File: src/hw/rtl/ffbl_pkg.sv
// Shared types and constants of the fixed block free list allocator.
// Used by the core, the output buffer, the top level and the checker.
package ffbl_pkg;

    localparam int CNT_W     = 11;
    localparam int IDX_W     = 10;
    localparam int BYTES_W   = 17;
    localparam int OFF_W     = 27;
    localparam int CFG_IDX_W = 2;

    localparam int POOL_LIMIT = 1024;

    localparam logic [CNT_W-1:0]   RST_BLOCKS   = 11'd1024;
    localparam logic [BYTES_W-1:0] RST_BYTES    = 17'd64;
    localparam logic [BYTES_W-1:0] BYTES_MAX    = 17'd65536;
    localparam logic [BYTES_W-1:0] BYTES_MIN    = 17'd8;
    localparam logic [BYTES_W-1:0] ALIGN_MASK   = 17'd7;

    localparam logic [CFG_IDX_W-1:0] CFG_BLOCKS = 2'd0;
    localparam logic [CFG_IDX_W-1:0] CFG_BYTES  = 2'd1;

    typedef enum logic [1:0] {
        CMD_ALLOC  = 2'd0,
        CMD_FREE   = 2'd1,
        CMD_REFILL = 2'd2,
        CMD_NOP    = 2'd3
    } t_command;

    typedef enum logic [1:0] {
        ST_OK        = 2'd0,
        ST_EXHAUSTED = 2'd1,
        ST_RANGE     = 2'd2,
        ST_NONE_USED = 2'd3
    } t_status;

    typedef struct packed {
        t_status             status;
        logic [IDX_W-1:0]    granted_index;
        logic [OFF_W-1:0]    granted_offset;
        logic [CNT_W-1:0]    used_count;
        logic [CNT_W-1:0]    free_count;
    } t_result;

endpackage

File: src/hw/rtl/ffbl_skid.sv
// Two-entry output buffer: result register plus skid register.
// Depends on ffbl_pkg.
module ffbl_skid
    import ffbl_pkg::*;
(
    input  logic    i_clk,
    input  logic    i_rst_n,
    input  logic    i_push,
    input  t_result i_data,
    output logic    o_space,
    output logic    o_valid,
    input  logic    i_ready,
    output t_result o_data
);

    logic    r_out_valid;
    t_result r_out;
    logic    r_skid_valid;
    t_result r_skid;

    assign o_space = !r_skid_valid;
    assign o_valid = r_out_valid;
    assign o_data  = r_out;

    always_ff @(posedge i_clk) begin
        if (!i_rst_n) begin
            r_out_valid  <= 1'b0;
            r_skid_valid <= 1'b0;
        end else if (!r_out_valid || i_ready) begin
            if (r_skid_valid) begin
                r_out_valid  <= 1'b1;
                r_skid_valid <= 1'b0;
            end else begin
                r_out_valid <= i_push;
            end
        end else if (i_push) begin
            r_skid_valid <= 1'b1;
        end
    end

    always_ff @(posedge i_clk) begin
        if (!r_out_valid || i_ready) begin
            r_out <= r_skid_valid ? r_skid : i_data;
        end else if (i_push) begin
            r_skid <= i_data;
        end
    end

endmodule

File: config.mk
export PLATFORM = sky130hd
export DESIGN_NAME = ffbl_skid
export DESIGN_NICKNAME = d
export VERILOG_FILES = /design/src/hw/rtl/ffbl_pkg.sv /design/src/hw/rtl/ffbl_skid.sv
export SDC_FILE = /design/constraint.sdc
export NUM_CORES = 1
export LEC_CHECK = 0
export ABC_CLOCK_PERIOD_IN_PS = 6200
export BUFFER_PORTS_ARGS = -buffer_cell sky130_fd_sc_hd__buf_2
export CELL_PAD_IN_SITES_DETAIL_PLACEMENT = 1
export CELL_PAD_IN_SITES_GLOBAL_PLACEMENT = 1
export CORE_MARGIN = 8
export CORE_UTILIZATION = 44
export DETAILED_ROUTE_END_ITERATION = 8
export PLACE_DENSITY = 0.76
export REMOVE_ABC_BUFFERS = 1
export SLEW_MARGIN = 30
export SYNTH_ARGS = -nofsm -noshare
export SYNTH_HDL_FRONTEND = slang
export SYNTH_SLANG_ARGS = --single-unit
export TNS_END_PERCENT = 20
File: constraint.sdc
create_clock -name i_clk -period 6.2 [get_ports i_clk]
set_clock_uncertainty 0.1 [all_clocks]
set_input_delay 0.31 -clock i_clk [delete_from_list [all_inputs] [get_ports i_clk]]
set_output_delay 0.31 -clock i_clk [all_outputs]
set_load 0.1 [all_outputs]
Yosys cells after proc, flatten, opt, wreduce, memory -nomap -nowiden. Index checks and enable logic that the tools add are counted.

Flip-flop bits (word level): 124. Output and inout bits: 63. Input port bits: 65.

Mux-type cells: 2. Bitwise operators: 2. Reduce and logical (&&, ||, !) cells: 5.

Operator list (number): $mux W61 (1); $logic_not A1 Y1 (2); $not A1 Y1 (2); $reduce_and A2 Y1 (1); $reduce_or A2 Y1 (1); $logic_or A1 B1 Y1 (1); $mux W1 (1).

Depth between registers and ports, before layout.
Word-level depth: 4. Mapped depth: 4.

Worst setup path after synthesis. Ideal clock, no wire load.

Kind: flip-flop to flip-flop. From: register r_out_valid (netlist: o_valid). To: register r_skid[0] (netlist bit), enable pin. Setup slack: 0.211 ns. Arrival: 5.409 ns. Required time: 5.620 ns. Period minus slack after synthesis: 5.989 ns. Cell stages (with the launch flop): 3. Cells stage by stage: dfxtp_1 nand2b_1 nor2_1.

Longest elaborated chain between the ends: 4.

RTL lines: from (decl) (RTL line ffbl_skid.sv:16) `logic r_out_valid;`; from (signal assigned) (RTL line ffbl_skid.sv:34) `r_out_valid <= i_push;`; $logic_not A1 Y1 (RTL line ffbl_skid.sv:42) `if (!r_out_valid || i_ready) begin`; $logic_or A1 B1 Y1 (RTL line ffbl_skid.sv:42); $not A1 Y1 (no source line); $reduce_and A2 Y1 (no source line); to (signal assigned) (RTL line ffbl_skid.sv:45) `r_skid <= i_data;`; to (decl) (RTL line ffbl_skid.sv:19) `t_result r_skid;`.

No other way between the ends. A chain may end at the register's enable or synchronous reset.

Final worst setup path.
From: register r_out_valid (netlist: o_valid). To: register r_skid[51] (netlist bit), enable pin.

Same word-level chain as after synthesis.

==> flow_summary.toml <==
[clocking]
cts_tree = "done"
htreeDepth = 4
clk_pin_slew_ns = 0.06
worstSkewPairLatency_ns = 0.51
clock_path_buffers = 2
cts-root-buf = "clkbuf_8"
numCtsBuffers = 17
clkSinkCount = 124

[detailed_routing]
antenna_left = 0
via_count = 2529
wire_per_inst_um = 18.8
drt_iter0_drc = 98
firstDrtPassIters = 4
viasPerCell = 4.56
drc = 0
drt-total-wl_mm = 10.4

[die]
die_w_um = 120
core_region_area_um2 = 10700
rows = 38
initial_core_util = 0.445
die_height_um = 120
ioPinCount = 128
die_area_um2 = 14500

[synthesis]
netlist_area_um2 = 4780
synthCells = 199
synthTopCellsByArea = "edfxtp_1 (77%), mux2_4 (18%), buf_12 (2.5%), dfxtp_1 (0.84%), mux2_2 (0.71%)"
synthTopCellsByCount = "edfxtp_1 (122), mux2_4 (58), buf_12 (6)"
synth_most_common_cell = "edfxtp_1"
synthMuxAreaShare = 0.189
synth_seq_cells = 124
yosysWarnings = 0
synth_ff_type = "edfxtp_1"
ys_seq_area_frac = 0.774
synth_top_family_by_area = "multiplexers"
synth_edf_count = 122
synthArstFlopShare = 0
synth_simple_gate_area_frac = 0.00602
synth_top_area_frac = 0.766
synth_compound_area_frac = 0.00157
synth-xor-area-share = 0
synth_area_leader_cell = "edfxtp_1"
avgSynthCellArea_um2 = 24.0
synth_fa_ha_area_frac = 0
ys_types = 12

[timing]
final-hold-violation-count = 0
worst_pin_slew_ns = 0.878
tns_ns = 0
slew_viol_final = 0
period_share = 0.439
slew_headroom = 0.415
min_period_ns = 2.72
rsz0062_at_grt = "false"
setup_viol = 0
fmax_mhz = 368

[global_routing]
antenna_found_initial = 1
grt_start_max_net_pins = 65
overflow = 0
grt_pass1_wl_mm = 16.2
grtUsageTotal = 0.150
grt_pass1_vias = 3008

[hold_path]
hold_path.class = "primary input to flop"

[critical_path]
cp_data_arrival_time_ns = 2.78
critPathRequiredTime_ns = 6.26
critical_path.top_delay_family = "simple AND/OR/NAND/NOR gates"
crit_path_end_kind = "flop"
path_cells = "nand2b_4, nor2_4, buf_4"
crit_buf_inv = 1
critPathLaunchType = "flop"
slowest_stage = "nor2_4"
slowest_delay_ns = 0.86
crit_path_max_fanout = 64
path_class = "flop to flop"

[placed_design]
post_dp_cell_area_um2 = 5510
hpwl_mm = 6.46
place.gp.congestion = 0.708
place.port_buffers = 127

[final_layout]
fin_area_um2 = 6710
finalNetCount = 467
post-route-util = 0.624
n_fill_cell = 967
syn2layout_area_growth_pct = 40.2
drive_above_1_share = 0.528

[status]
outcome = "completed"

[power_and_ir_drop]
power.density_nw_per_um2 = 347
max-vdd-ir-drop_v = 0.000176
p_leak_nw = 2.68

[run]
max-cap-violations = 0
[registers in the layout (all words and copies together), names as in the netlist]
register	count
o_data	61
o_valid	1
r_skid	61
r_skid_valid	1
[cell usage in the layout, fill, tap and decap left out, types with 2 or more instances in the layout]
cell             n
edfxtp_1       122
mux2_4          58
clkinv_1         5
dlygate4sd3_1   62
buf_2          127
bufinv_16        4
inv_1            2
clkbuf_1         2
clkbuf_16       16
mux2_2           3
[report_power, final]
part	internal, mW	leakage (nW)	switching [mW]
Sequential	0.970	1.20	0.0145
Combinational	0.0944	1.20	0.285
Clock	0.639	0.275	0.325
[worst min-delay path, delay by kind of cell]
family | cells | cell delay [ns]
simple gates | 2 | 0.19
buf+inv | 1 | 0.12
[metal layers]
metal	GRT usage	share of wire	up-vias
met3	0.0657	0.068	12
met2	0.279	0.56	81
met1	0.143	0.36	1238
met5	0	0	-
met4	0.0554	0.011	0
li1	-	-	1198
[cells by family (layout without fill, tap and decap cells)]
| kind of cell | after synthesis | after routing |
|---|---|---|
| and+or+nand+nor | 4 | 4 |
| DFF | 124 | 124 |
| buffers and inverters | 9 | 223 |
| AOI/OAI and AO/OA | 1 | 1 |
| other | 0 | 1 |
| muxes | 61 | 61 |
[final timing paths]
| path | from | endpoint | slack [ns] | cells after the start |
|---|---|---|---|---|
| setup / recovery | o_valid$_SDFFE_PN0P_ | r_skid[51]$_DFFE_PP_ | 3.48 | 3 |
| hold / removal | i_push | r_skid_valid$_SDFFE_PP0P_ | 0.05 | 3 |
| setup reg to reg | o_valid$_SDFFE_PN0P_ | r_skid[51]$_DFFE_PP_ | 3.48 | 3 |
| hold reg to reg | r_skid[33]$_DFFE_PP_ | o_data[33]$_DFFE_PP_ | 0.45 | 1 |
[layout make-up]
class,instances,area (um^2),share of cell area
Antenna cell,1,2.50,0.000373
Sequential cell,124,3710,0.553
Multi-Input combinational cell,66,956,0.143
Clock inverter,11,151,0.0226
Clock buffer,19,422,0.0629
Inverter,2,7.51,0.00112
Tap cell,140,175,0.0261
Timing Repair Buffer,191,1280,0.191
[stage by stage]
| stage | std cells | hold WS, ns | setup WS [ns] | power, mW |
|---|---|---|---|---|
| global placement | 460 | 0.405 | 3.32 | 1.34 |
| global route | 554 | 0.0356 | 3.20 | 2.40 |
| CTS | 553 | 0.0213 | 3.36 | 2.34 |
| detailed placement | 461 | 0.404 | 3.24 | 1.35 |
| finish | 554 | 0.0544 | 3.48 | 2.33 |
| floorplan | 192 | 0.309 | 0.211 | 1.28 |
[repair_timing]
item                                   4_1_cts  5_1_grt
endpoints found under the hold margin       76        0
hold buffers                                62        0
setup buffers                                0        0
gates resized for setup                      0        0
(Power assumes the default switching activity.)
